$ cat src/rtl/core/crm_pkg.sv
// Shared types, constants and codes of the canary rollout monitor.
`timescale 1ns / 1ps
`default_nettype none

package crm_pkg;

    // Field widths
    localparam int REQ_TYPE_W = 3;
    localparam int KEY_W      = 64;
    localparam int TIME_W     = 64;
    localparam int GEN_W      = 64;

    localparam int PCT_W   = 7;
    localparam int DELAY_W = 32;
    localparam int RATIO_W = 17;
    localparam int RUN_W   = 32;

    localparam int S_TDATA_W = 200;
    localparam int M_TDATA_W = 8;

    localparam int APB_ADDR_W = 4;
    localparam int APB_DATA_W = 32;

    localparam int COUNT_WIDTH_DEF = 32;

    // Failure ratio is Q1.16
    localparam int RATIO_SHIFT = 16;

    // Register reset values
    localparam logic [PCT_W-1:0]   PCT_RST   = 7'd5;
    localparam logic [DELAY_W-1:0] DELAY_RST = 32'd30000;
    localparam logic [RATIO_W-1:0] RATIO_RST = 17'd3277;
    localparam logic [RUN_W-1:0]   RUN_RST   = 32'd3;

    // Hash mod 100: fold the key with 2^n mod 100, then a reciprocal multiply
    localparam int FOLD_SUM_W  = 24;
    localparam int FOLD_W      = 19;
    localparam int QUOT_W      = 13;
    localparam int RECIP_W     = 20;
    localparam int RECIP_SHIFT = 26;
    localparam int RES_W       = 7;

    localparam logic [FOLD_SUM_W-1:0] FOLD_16 = 24'd36;  // 2^16 mod 100
    localparam logic [FOLD_SUM_W-1:0] FOLD_32 = 24'd96;  // 2^32 mod 100
    localparam logic [FOLD_SUM_W-1:0] FOLD_48 = 24'd56;  // 2^48 mod 100
    localparam logic [FOLD_W-1:0]     FOLD_12 = 19'd96;  // 2^12 mod 100
    localparam logic [RECIP_W-1:0]    RECIP_100 = 20'd671089; // ceil(2^26 / 100)
    localparam logic [FOLD_W-1:0]     MOD_DIV = 19'd100;

    typedef enum logic [REQ_TYPE_W-1:0] {
        REQ_ROUTE  = 3'd0,
        REQ_RECORD = 3'd1,
        REQ_DECIDE = 3'd2,
        REQ_START  = 3'd3,
        REQ_STOP   = 3'd4
    } req_t;

    typedef enum logic [1:0] {
        ST_OK           = 2'd0,
        ST_INVALID_ARG  = 2'd1,
        ST_NOT_ACTIVE   = 2'd2,
        ST_COUNTER_FULL = 2'd3
    } status_t;

    typedef enum logic [1:0] {
        VERDICT_KEEP     = 2'd0,
        VERDICT_PROMOTE  = 2'd1,
        VERDICT_ROLLBACK = 2'd2
    } verdict_t;

    typedef enum logic [1:0] {
        CAUSE_NONE  = 2'd0,
        CAUSE_RATIO = 2'd1,
        CAUSE_RUN   = 2'd2
    } cause_t;

    typedef enum logic [1:0] {
        REG_ROUTE_PCT         = 2'd0,
        REG_PROMOTE_DELAY_MS  = 2'd1,
        REG_MAX_FAILURE_RATIO = 2'd2,
        REG_MAX_FAILURE_RUN   = 2'd3
    } reg_idx_t;

    typedef struct packed {
        logic [PCT_W-1:0]   route_pct;
        logic [DELAY_W-1:0] promote_delay_ms;
        logic [RATIO_W-1:0] max_failure_ratio;
        logic [RUN_W-1:0]   max_failure_run;
    } cfg_t;

    // Event fields that travel alongside the hash reduction
    typedef struct packed {
        logic [REQ_TYPE_W-1:0] req_type;
        logic                  outcome_ok;
        logic [TIME_W-1:0]     time_ms;
        logic                  gen_nonzero;
    } item_t;

    // Result item, status in the lowest bits
    typedef struct packed {
        logic     trial_active;
        cause_t   rollback_cause;
        verdict_t verdict;
        logic     route_to_canary;
        status_t  status;
    } result_t;

endpackage

`default_nettype wire

$ cat src/rtl/core/crm_cfg_regs.sv
// APB register file holding the monitor's configuration.
`timescale 1ns / 1ps
`default_nettype none

module crm_cfg_regs (
    input  wire logic                             clk,
    input  wire logic                             rst_n,
    input  wire logic                             psel,
    input  wire logic                             penable,
    input  wire logic                             pwrite,
    input  wire logic [crm_pkg::APB_ADDR_W-1:0]   paddr,
    input  wire logic [crm_pkg::APB_DATA_W-1:0]   pwdata,
    output logic      [crm_pkg::APB_DATA_W-1:0]   prdata,
    output logic                                  pready,
    output crm_pkg::cfg_t                         cfg
);

    crm_pkg::cfg_t     cfg_reg;
    crm_pkg::reg_idx_t idx;
    logic              wr_en;

    assign idx    = crm_pkg::reg_idx_t'(paddr[crm_pkg::APB_ADDR_W-1:2]);
    assign wr_en  = psel && penable && pwrite;
    assign pready = 1'b1;
    assign cfg    = cfg_reg;

    always_ff @(posedge clk or negedge rst_n)
    begin
        if (!rst_n)
        begin
            cfg_reg.route_pct         <= crm_pkg::PCT_RST;
            cfg_reg.promote_delay_ms  <= crm_pkg::DELAY_RST;
            cfg_reg.max_failure_ratio <= crm_pkg::RATIO_RST;
            cfg_reg.max_failure_run   <= crm_pkg::RUN_RST;
        end
        else if (wr_en)
        begin
            unique case (idx)
                crm_pkg::REG_ROUTE_PCT:
                    cfg_reg.route_pct <= pwdata[crm_pkg::PCT_W-1:0];
                crm_pkg::REG_PROMOTE_DELAY_MS:
                    cfg_reg.promote_delay_ms <= pwdata[crm_pkg::DELAY_W-1:0];
                crm_pkg::REG_MAX_FAILURE_RATIO:
                    cfg_reg.max_failure_ratio <= pwdata[crm_pkg::RATIO_W-1:0];
                crm_pkg::REG_MAX_FAILURE_RUN:
                    cfg_reg.max_failure_run <= pwdata[crm_pkg::RUN_W-1:0];
                default: ;
            endcase
        end
    end

    always_comb
    begin
        unique case (idx)
            crm_pkg::REG_ROUTE_PCT:
                prdata = crm_pkg::APB_DATA_W'(cfg_reg.route_pct);
            crm_pkg::REG_PROMOTE_DELAY_MS:
                prdata = crm_pkg::APB_DATA_W'(cfg_reg.promote_delay_ms);
            crm_pkg::REG_MAX_FAILURE_RATIO:
                prdata = crm_pkg::APB_DATA_W'(cfg_reg.max_failure_ratio);
            crm_pkg::REG_MAX_FAILURE_RUN:
                prdata = crm_pkg::APB_DATA_W'(cfg_reg.max_failure_run);
            default:
                prdata = '0;
        endcase
    end

endmodule

`default_nettype wire

$ cat src/rtl/core/crm_key_mod.sv
// Two-stage pipeline reducing the 64-bit request hash modulo 100.
`timescale 1ns / 1ps
`default_nettype none

module crm_key_mod (
    input  wire logic                          clk,
    input  wire logic                          rst_n,
    input  wire logic                          in_valid,
    output logic                               in_ready,
    input  wire crm_pkg::item_t                in_item,
    input  wire logic [crm_pkg::KEY_W-1:0]     in_key,
    output logic                               out_valid,
    input  wire logic                          out_ready,
    output crm_pkg::item_t                     out_item,
    output logic      [crm_pkg::RES_W-1:0]     out_res
);

    localparam int PROD_W = crm_pkg::FOLD_W + crm_pkg::RECIP_W;

    logic                           v1_reg;
    crm_pkg::item_t                 item1_reg;
    logic [crm_pkg::FOLD_W-1:0]     t1_reg;
    logic                           v2_reg;
    crm_pkg::item_t                 item2_reg;
    logic [crm_pkg::FOLD_W-1:0]     t2_reg;
    logic [crm_pkg::QUOT_W-1:0]     q2_reg;

    logic                           ready1;
    logic                           ready2;
    logic [crm_pkg::FOLD_SUM_W-1:0] sum16;
    logic [crm_pkg::FOLD_W-1:0]     t1_next;
    logic [PROD_W-1:0]              prod;
    logic [crm_pkg::QUOT_W-1:0]     q2_next;
    logic [crm_pkg::FOLD_W-1:0]     rem;

    assign ready2   = !v2_reg || out_ready;
    assign ready1   = !v1_reg || ready2;
    assign in_ready = ready1;

    // Weight each 16-bit chunk by 2^(16k) mod 100, then fold the top 12 bits once more
    assign sum16 = crm_pkg::FOLD_SUM_W'(in_key[15:0])
                 + crm_pkg::FOLD_SUM_W'(in_key[31:16]) * crm_pkg::FOLD_16
                 + crm_pkg::FOLD_SUM_W'(in_key[47:32]) * crm_pkg::FOLD_32
                 + crm_pkg::FOLD_SUM_W'(in_key[63:48]) * crm_pkg::FOLD_48;
    assign t1_next = crm_pkg::FOLD_W'(sum16[11:0])
                   + crm_pkg::FOLD_W'(sum16[crm_pkg::FOLD_SUM_W-1:12]) * crm_pkg::FOLD_12;

    // Exact quotient for any 19-bit value
    assign prod    = PROD_W'(t1_reg) * PROD_W'(crm_pkg::RECIP_100);
    assign q2_next = prod[crm_pkg::RECIP_SHIFT +: crm_pkg::QUOT_W];

    assign rem = t2_reg - crm_pkg::FOLD_W'(q2_reg) * crm_pkg::MOD_DIV;

    assign out_valid = v2_reg;
    assign out_item  = item2_reg;
    assign out_res   = rem[crm_pkg::RES_W-1:0];

    always_ff @(posedge clk or negedge rst_n)
    begin
        if (!rst_n)
        begin
            v1_reg <= 1'b0;
            v2_reg <= 1'b0;
        end
        else
        begin
            if (ready1)
            begin
                v1_reg <= in_valid;
            end
            if (ready2)
            begin
                v2_reg <= v1_reg;
            end
        end
    end

    always_ff @(posedge clk)
    begin
        if (ready1 && in_valid)
        begin
            item1_reg <= in_item;
            t1_reg    <= t1_next;
        end
        if (ready2 && v1_reg)
        begin
            item2_reg <= item1_reg;
            t2_reg    <= t1_reg;
            q2_reg    <= q2_next;
        end
    end

endmodule

`default_nettype wire

$ cat src/rtl/core/crm_trial_core.sv
// Trial state, event decoding and the result register.
`timescale 1ns / 1ps
`default_nettype none

module crm_trial_core #(
    parameter int COUNT_WIDTH = crm_pkg::COUNT_WIDTH_DEF
) (
    input  wire logic                          clk,
    input  wire logic                          rst_n,
    input  wire crm_pkg::cfg_t                 cfg,
    input  wire logic                          in_valid,
    output logic                               in_ready,
    input  wire crm_pkg::item_t                in_item,
    input  wire logic [crm_pkg::RES_W-1:0]     in_res,
    output logic                               out_valid,
    input  wire logic                          out_ready,
    output crm_pkg::result_t                   out_result
);

    localparam int NCHUNK = (COUNT_WIDTH + 31) / 32;
    localparam int PADW   = NCHUNK * 32;
    localparam int PP_W   = crm_pkg::RATIO_W + 32;
    localparam int PROD_W = PADW + crm_pkg::RATIO_W;
    localparam int CMPW   = (COUNT_WIDTH > crm_pkg::RUN_W) ? COUNT_WIDTH : crm_pkg::RUN_W;
    localparam logic [COUNT_WIDTH-1:0] CNT_MAX = {COUNT_WIDTH{1'b1}};

    logic                          armed_reg,   armed_next;
    logic [crm_pkg::TIME_W-1:0]    start_reg,   start_next;
    logic [COUNT_WIDTH-1:0]        routed_reg,  routed_next;
    logic [COUNT_WIDTH-1:0]        success_reg, success_next;
    logic [COUNT_WIDTH-1:0]        failure_reg, failure_next;
    logic [COUNT_WIDTH-1:0]        run_reg,     run_next;
    crm_pkg::cause_t               cause_reg,   cause_next;
    logic                          out_valid_reg;
    crm_pkg::result_t              out_reg;

    crm_pkg::result_t              result;
    logic                          fire;
    logic                          cnt_full;
    logic                          run_hit;
    logic                          ratio_hit;
    logic                          time_hit;
    logic [PADW-1:0]               routed_pad;
    logic [PP_W-1:0]               pp [NCHUNK];
    logic [PROD_W-1:0]             rhs;
    logic [PROD_W-1:0]             lhs;
    logic [crm_pkg::TIME_W-1:0]    elapsed;

    assign in_ready   = !out_valid_reg || out_ready;
    assign fire       = in_valid && in_ready;
    assign out_valid  = out_valid_reg;
    assign out_result = out_reg;

    assign cnt_full = (routed_reg == CNT_MAX) || (success_reg == CNT_MAX)
                   || (failure_reg == CNT_MAX);
    assign run_hit  = CMPW'(run_reg) >= CMPW'(cfg.max_failure_run);

    // failures * 65536 > ratio * routed, the product split into 17x32 slices
    assign routed_pad = PADW'(routed_reg);
    assign lhs        = PROD_W'({failure_reg, {crm_pkg::RATIO_SHIFT{1'b0}}});

    always_comb
    begin
        rhs = '0;
        for (int k = 0; k < NCHUNK; k++)
        begin
            pp[k] = PP_W'(cfg.max_failure_ratio) * PP_W'(routed_pad[32*k +: 32]);
            rhs   = rhs + (PROD_W'(pp[k]) << (32 * k));
        end
    end

    assign ratio_hit = (routed_reg != '0) && (lhs > rhs);
    assign elapsed   = in_item.time_ms - start_reg;
    assign time_hit  = (in_item.time_ms >= start_reg)
                    && (elapsed >= crm_pkg::TIME_W'(cfg.promote_delay_ms));

    always_comb
    begin
        armed_next   = armed_reg;
        start_next   = start_reg;
        routed_next  = routed_reg;
        success_next = success_reg;
        failure_next = failure_reg;
        run_next     = run_reg;
        cause_next   = cause_reg;
        result.status          = crm_pkg::ST_OK;
        result.route_to_canary = 1'b0;
        result.verdict         = crm_pkg::VERDICT_KEEP;

        unique case (in_item.req_type)
            crm_pkg::REQ_ROUTE:
            begin
                result.route_to_canary = armed_reg && (in_res < cfg.route_pct);
            end
            crm_pkg::REQ_RECORD:
            begin
                if (!armed_reg)
                begin
                    result.status = crm_pkg::ST_NOT_ACTIVE;
                end
                else if (cnt_full)
                begin
                    result.status = crm_pkg::ST_COUNTER_FULL;
                end
                else
                begin
                    routed_next = routed_reg + COUNT_WIDTH'(1);
                    if (in_item.outcome_ok)
                    begin
                        success_next = success_reg + COUNT_WIDTH'(1);
                        run_next     = '0;
                    end
                    else
                    begin
                        failure_next = failure_reg + COUNT_WIDTH'(1);
                        if (run_reg != CNT_MAX)
                        begin
                            run_next = run_reg + COUNT_WIDTH'(1);
                        end
                    end
                end
            end
            crm_pkg::REQ_DECIDE:
            begin
                if (armed_reg)
                begin
                    if (run_hit)
                    begin
                        cause_next     = crm_pkg::CAUSE_RUN;
                        result.verdict = crm_pkg::VERDICT_ROLLBACK;
                    end
                    else if (ratio_hit)
                    begin
                        cause_next     = crm_pkg::CAUSE_RATIO;
                        result.verdict = crm_pkg::VERDICT_ROLLBACK;
                    end
                    else if (time_hit)
                    begin
                        result.verdict = crm_pkg::VERDICT_PROMOTE;
                    end
                end
            end
            crm_pkg::REQ_START:
            begin
                if (!in_item.gen_nonzero)
                begin
                    result.status = crm_pkg::ST_INVALID_ARG;
                end
                else
                begin
                    armed_next   = 1'b1;
                    start_next   = in_item.time_ms;
                    routed_next  = '0;
                    success_next = '0;
                    failure_next = '0;
                    run_next     = '0;
                    cause_next   = crm_pkg::CAUSE_NONE;
                end
            end
            crm_pkg::REQ_STOP:
            begin
                armed_next = 1'b0;
            end
            default:
            begin
                result.status = crm_pkg::ST_INVALID_ARG;
            end
        endcase

        result.rollback_cause = cause_next;
        result.trial_active   = armed_next;
    end

    always_ff @(posedge clk or negedge rst_n)
    begin
        if (!rst_n)
        begin
            armed_reg     <= 1'b0;
            start_reg     <= '0;
            routed_reg    <= '0;
            success_reg   <= '0;
            failure_reg   <= '0;
            run_reg       <= '0;
            cause_reg     <= crm_pkg::CAUSE_NONE;
            out_valid_reg <= 1'b0;
        end
        else
        begin
            if (fire)
            begin
                armed_reg   <= armed_next;
                start_reg   <= start_next;
                routed_reg  <= routed_next;
                success_reg <= success_next;
                failure_reg <= failure_next;
                run_reg     <= run_next;
                cause_reg   <= cause_next;
            end
            if (in_ready)
            begin
                out_valid_reg <= in_valid;
            end
        end
    end

    always_ff @(posedge clk)
    begin
        if (fire)
        begin
            out_reg <= result;
        end
    end

endmodule

`default_nettype wire

$ cat src/rtl/core/canary_rollout_monitor.sv
// Top level of the canary rollout monitor: input register, hash pipeline, trial core.
// Usage
//   Events enter on the s_axis channel: s_axis_tuser carries the request type
//   (route, record, decide, start, stop) and s_axis_tdata the request hash,
//   the outcome flag, the time in ms and the candidate generation. Each event
//   gives exactly one result item on m_axis (status, route answer, verdict,
//   stored rollback cause, armed flag). The four limits sit in an APB register
//   file at byte addresses 0, 4, 8 and 12; write them only while no event is
//   in flight.
// Timing
//   An accepted item passes the input register, the hash fold stage and the
//   quotient stage, then the trial update writes its result into the result
//   register behind m_axis_tvalid. Throughput is one item per cycle while
//   m_axis_tready stays high, set by the trial update, which sees the state
//   left by the item just ahead of it.
// Reset
//   rst_n clears the trial (disarmed, counters and cause zero), empties every
//   stage and restores the register reset values.
// Back-pressure
//   Each stage holds its item while the next one is full; the input side keeps
//   taking items until every stage is occupied behind a stalled result.
`timescale 1ns / 1ps
`default_nettype none

module canary_rollout_monitor #(
    parameter int COUNT_WIDTH = crm_pkg::COUNT_WIDTH_DEF
) (
    input  wire logic                                clk,
    input  wire logic                                rst_n,
    // Event input
    input  wire logic                                s_axis_tvalid,
    output logic                                     s_axis_tready,
    // [63:0] request_key, [64] outcome_ok, [128:65] time_ms,
    // [192:129] generation_id, [199:193] zero
    input  wire logic [crm_pkg::S_TDATA_W-1:0]       s_axis_tdata,
    // [2:0] req_type
    input  wire logic [crm_pkg::REQ_TYPE_W-1:0]      s_axis_tuser,
    // Result output
    output logic                                     m_axis_tvalid,
    input  wire logic                                m_axis_tready,
    // [1:0] status, [2] route_to_canary, [4:3] verdict,
    // [6:5] rollback_cause, [7] trial_active
    output logic      [crm_pkg::M_TDATA_W-1:0]       m_axis_tdata,
    // Configuration
    input  wire logic                                psel,
    input  wire logic                                penable,
    input  wire logic                                pwrite,
    input  wire logic [crm_pkg::APB_ADDR_W-1:0]      paddr,
    input  wire logic [crm_pkg::APB_DATA_W-1:0]      pwdata,
    output logic      [crm_pkg::APB_DATA_W-1:0]      prdata,
    output logic                                     pready
);

    crm_pkg::cfg_t                   cfg;

    logic                            v0_reg;
    crm_pkg::item_t                  item0_reg;
    logic [crm_pkg::KEY_W-1:0]       key0_reg;
    crm_pkg::item_t                  item0_next;

    logic                            km_in_ready;
    logic                            km_out_valid;
    crm_pkg::item_t                  km_out_item;
    logic [crm_pkg::RES_W-1:0]       km_out_res;
    logic                            core_in_ready;
    crm_pkg::result_t                core_result;

    // Unpack the event; keep only whether the generation is zero
    assign item0_next.req_type    = crm_pkg::req_t'(s_axis_tuser);
    assign item0_next.outcome_ok  = s_axis_tdata[64];
    assign item0_next.time_ms     = s_axis_tdata[128:65];
    assign item0_next.gen_nonzero = |s_axis_tdata[192:129];

    // Take a new item whenever the input register is free or moves on
    assign s_axis_tready = !v0_reg || km_in_ready;

    always_ff @(posedge clk or negedge rst_n)
    begin
        if (!rst_n)
        begin
            v0_reg <= 1'b0;
        end
        else if (s_axis_tready)
        begin
            v0_reg <= s_axis_tvalid;
        end
    end

    // Hold the payload until the hash stage takes it
    always_ff @(posedge clk)
    begin
        if (s_axis_tready && s_axis_tvalid)
        begin
            item0_reg <= item0_next;
            key0_reg  <= s_axis_tdata[crm_pkg::KEY_W-1:0];
        end
    end

    crm_cfg_regs u_cfg_regs (
        .clk     (clk),
        .rst_n   (rst_n),
        .psel    (psel),
        .penable (penable),
        .pwrite  (pwrite),
        .paddr   (paddr),
        .pwdata  (pwdata),
        .prdata  (prdata),
        .pready  (pready),
        .cfg     (cfg)
    );

    // Reduce the hash modulo 100 ahead of the trial update
    crm_key_mod u_key_mod (
        .clk       (clk),
        .rst_n     (rst_n),
        .in_valid  (v0_reg),
        .in_ready  (km_in_ready),
        .in_item   (item0_reg),
        .in_key    (key0_reg),
        .out_valid (km_out_valid),
        .out_ready (core_in_ready),
        .out_item  (km_out_item),
        .out_res   (km_out_res)
    );

    // Advance the trial state and register one result per event
    crm_trial_core #(
        .COUNT_WIDTH (COUNT_WIDTH)
    ) u_trial_core (
        .clk        (clk),
        .rst_n      (rst_n),
        .cfg        (cfg),
        .in_valid   (km_out_valid),
        .in_ready   (core_in_ready),
        .in_item    (km_out_item),
        .in_res     (km_out_res),
        .out_valid  (m_axis_tvalid),
        .out_ready  (m_axis_tready),
        .out_result (core_result)
    );

    assign m_axis_tdata = core_result;

endmodule

`default_nettype wire

$ cat config.mk
export PLATFORM = sky130hd
export DESIGN_NAME = canary_rollout_monitor
export DESIGN_NICKNAME = d
export VERILOG_FILES = /design/src/rtl/core/crm_pkg.sv /design/src/rtl/core/crm_cfg_regs.sv /design/src/rtl/core/crm_key_mod.sv /design/src/rtl/core/crm_trial_core.sv /design/src/rtl/core/canary_rollout_monitor.sv
export SDC_FILE = /design/constraint.sdc
export NUM_CORES = 2
export LEC_CHECK = 0
export BUFFER_PORTS_ARGS = -buffer_cell sky130_fd_sc_hd__buf_2
export CORE_ASPECT_RATIO = 0.9
export CORE_MARGIN = 2
export CORE_UTILIZATION = 40
export DETAILED_ROUTE_END_ITERATION = 16
export PLACE_DENSITY = 0.67
export REMOVE_ABC_BUFFERS = 1
export SLEW_MARGIN = 20
export SYNTH_ARGS = -nofsm -noshare
export SYNTH_HDL_FRONTEND = slang
export SYNTH_HIERARCHICAL = 1
export SYNTH_SLANG_ARGS = --single-unit
$ cat constraint.sdc
create_clock -name clk -period 8.9 [get_ports clk]
set_clock_uncertainty 0.05 [all_clocks]
set_input_delay 1.78 -clock clk [delete_from_list [all_inputs] [get_ports clk]]
set_output_delay 1.78 -clock clk [all_outputs]
set_load 0.005 [all_outputs]
==> summary.md <==
| Metric | Value |
|---|---|
| Final ANT Viol Nets | `0` |
| Slowest stage cell, crit path | `dfstp_2` |
| Post-synth EDFFs | `between 300 and 400` |
| Tightest Pin Transition | `about 980 ps` |
| Port bufs | `roughly 280` |
| Worst Path Arrival | `9560 ps` |
| YS warnings | `6` |
| Worst Hold Launch | `item0_reg[17]$_DFFE_PP_` |
| R2r startpoint | `u_cfg_regs/cfg[35]$_DFFE_PN1P_` |
| Die Wd | `403 µm` |
| CTS max path bufs | `3` |
| Total gr overflow | `0` |
| Per-cell routed wire length | `approximately 18 µm` |
| CTS tree | `built` |
| Max-cap viol count | `0` |
| Total iterations of the first detailed-routing run | `6` |
| Top Ports | `between 200 and 300` |
| Cell variety after synth | `103` |
| Vias in the first global route | `between 40k and 50k` |
| Post-synth top flop | `edfxtp_1` |
| Levels on crit path | `39` |
| Final HPWL DP | `about 120 mm` |
| Worst rel slew slack | `34.1%` |
| Maximum clock rate | `about 110 MHz` |
| Initial Util | `between 40 and 50%` |
| Final Critical Period | `9120 ps` |
| RR Endpoint | `u_trial_core/out_result[3]$_SDFFCE_PP0P_` |
| Layout cell share with drive strength beyond 1 | `between 10% and 20%` |
| Area delta synth->final | `15.0%` |
| R2R depth | `39` |
| First-pass GRT wire length | `234 mm` |
| Outcome | `finished, violations left` |
| Iter 0 DRT Violations | `approximately 3.2k` |
| Setup TNS | `-809 ps` |
| CP Launch Type | `flip-flop` |
| Initial antenna violation count | `23` |
| Top-area cell type share of the netlist area | `21.8%` |
| Critical-path maximum fanout | `4` |
| R2R Setup Slk | `-220 ps` |
| Cells after synthesis | `about 5.8k` |
| Htree depth | `3` |
| CTS clk-pin slew, worst paths | `about 60 ps` |
| #FFs+latches synth | `597` |
| Net count, final | `around 7.7k` |
| Slew Viols, Final | `0` |
| Post-Syn Area per Cell | `9.81 µm²` |
| Core area | `approximately 0.14 mm²` |
| Vias per cell | `slightly above 5` |
| # hold bufs at CTS | `0` |
| Final setup fails | `6` |
| Asr flop ratio synth | `48.1%` |
| Clock sinks | `approximately 600` |
| Yosys top cell by area | `fa_1` |
| Final Hold Vio Count | `0` |
| Final GP Congestion | `slightly above 0.9` |
| CP Class | `flip-flop to flip-flop` |
| Clock root cell | `clkbuf_16` |
| # rows | `131` |
| Via count | `about 43k` |
| Largest net degree at the start of global routing | `roughly 130` |
| Hold depth | `0` |
| Period utilisation layout | `102%` |
| CP endpoint kind | `flip-flop` |
| Largest register FFs | `88` |
| Mapped Area | `0.0573 mm²` |
| Total Wirelength | `146 mm` |
| Failing checks | `negative setup slack` |
| Unrepaired setup endpoints after global routing | `true` |
| Die footprint | `between 0.1 and 0.15 mm²` |
| CP bufs+invs | `9` |
| Die height | `about 360 µm` |
| GRT Util Overall | `20.1%` |
| Hold WC Path Type | `flip-flop to flip-flop` |
| Seq/Total Area, Yosys | `between 20% and 30%` |
| Family with the most delay on the worst path | `adder cells` |
| DRC Markers | `0` |
| Worst-skew pair later-pin latency | `between 600 and 700 ps` |
| Fillers | `between 10k and 15k` |
| Synth top area cells | `fa_1 22%, edfxtp_1 16%, dfrtp_1 12%` |
| Max stage delay on crit path | `560 ps` |
| CTS Buf Count | `66` |
| WHS Endpoint | `u_key_mod/item1_reg[17]$_DFFE_PP_` |
| Setup slack after layout | `-220 ps` |
| CP dominant cell by count | `fa_1` |
| Worst path required time | `about 9300 ps` |
## how the worst max path moves through the flow
stage / slack, ps / to / startpoint
final: -220 / u_trial_core/out_result[3]$_SDFFCE_PP0P_ / u_cfg_regs/cfg[35]$_DFFE_PN1P_
after global routing: -540 / u_trial_core/out_result[3]$_SDFFCE_PP0P_ / u_cfg_regs/cfg[39]$_DFFE_PN1P_
after CTS: -260 / u_trial_core/out_result[3]$_SDFFCE_PP0P_ / u_cfg_regs/cfg[39]$_DFFE_PN1P_
after detailed placement: -1040 / u_trial_core/out_result[3]$_SDFFCE_PP0P_ / u_cfg_regs/cfg[42]$_DFFE_PN1P_
after global placement: -990 / u_trial_core/out_result[3]$_SDFFCE_PP0P_ / u_cfg_regs/cfg[39]$_DFFE_PN1P_
after floorplan: -170 / u_trial_core/out_result[6]$_DFFE_PP_ / u_cfg_regs/cfg[45]$_DFFE_PN0P_
## synthesized netlist by cell type (141+ instances only)
cell and number:
a21oi_1 239, ha_1 529, edfxtp_1 310, xor2_1 141, inv_1 1028, fa_1 624
nor2_1 282, dfrtp_1 269, nand2_1 655, clkbuf_1 166, and2_1 200, o21ai_0 224
## metrics by stage
stage	worst slack, ps	hold WS, ps	instances	area, µm²	utilization (%)
3_3_place_gp	-991	352	8059	62500	44.0
2_1_floorplan	-169	350	5618	56300	-
4_1_cts	-257	356	8199	65300	46.0
3_5_place_dp	-1040	355	8059	62500	44.0
5_1_grt	-539	370	8223	65900	46.4
6_report	-220	363	8225	65900	46.4
## routing by layer
layer  GRT usage, %  up-vias  share of wire (%)
li1               -    20013                  -
met1           27.3    20948                 44
met2           31.1     1319                 44
met3           6.04      226                9.2
met4           5.32       26                2.5
met5              0        -               0.11
## cells in the final DEF, fill, tap and decap left out, types with 19 or more instances in the layout
cell type / netlist / final
a31oi_1: 22 / 20
ha_1: 529 / 506
a21oi_1: 239 / 222
nand2b_1: 35 / 35
nand4_1: 95 / 95
buf_4: 4 / 300
o21ai_0: 224 / 215
buf_2: 37 / 277
dfrtp_1: 269 / 264
clkbuf_16: 0 / 66
mux2i_1: 22 / 22
nand3_1: 98 / 93
nor3_1: 56 / 50
o211ai_1: 19 / 19
buf_6: 4 / 19
and4_1: 20 / 20
and3_1: 43 / 40
o21a_1: 33 / 33
a21o_1: 62 / 62
o21bai_1: 23 / 23
a211oi_1: 22 / 21
xor2_1: 141 / 140
and2_1: 200 / 187
ha_4: 0 / 21
fa_1: 624 / 610
nor2b_1: 46 / 45
nand2_1: 655 / 649
nor4_1: 34 / 33
xnor2_1: 128 / 127
edfxtp_1: 310 / 310
mux2_2: 85 / 85
nor2_1: 282 / 277
or3_1: 24 / 24
inv_1: 1028 / 1011
## cell type report
class | count | area, µm² | area share (%)
multi-input combinational | 3992 | 36700 | 55.7
sequential | 597 | 16500 | 25.1
timing repair buffer | 620 | 4310 | 6.53
inverter | 1029 | 3860 | 5.86
tap | 1862 | 2330 | 3.54
clock buffer | 86 | 1780 | 2.70
clock inverter | 35 | 383 | 0.581
antenna | 4 | 10.0 | 0.0152
## cells by family after synthesis
family / Yosys count / synth area share [%]
other cells: 1 / 0.00655
compound gates: 793 / 8.66
simple gates: 1645 / 13.9
xor+xnor: 269 / 4.11
buf+inv: 1252 / 8.36
mux: 131 / 2.73
fa+ha+maj: 1153 / 33.4
flops: 597 / 28.8
## repair_timing
item | CTS | global route
resized for setup | 99 | 92
setup endpoints to repair | 6 | 7
pin swaps | 76 | 74
setup buffers | 19 | 22
Power is left out: the tool's default activity adds up to more than one toggle a clock period on the data nets, which glitch-free logic cannot reach.
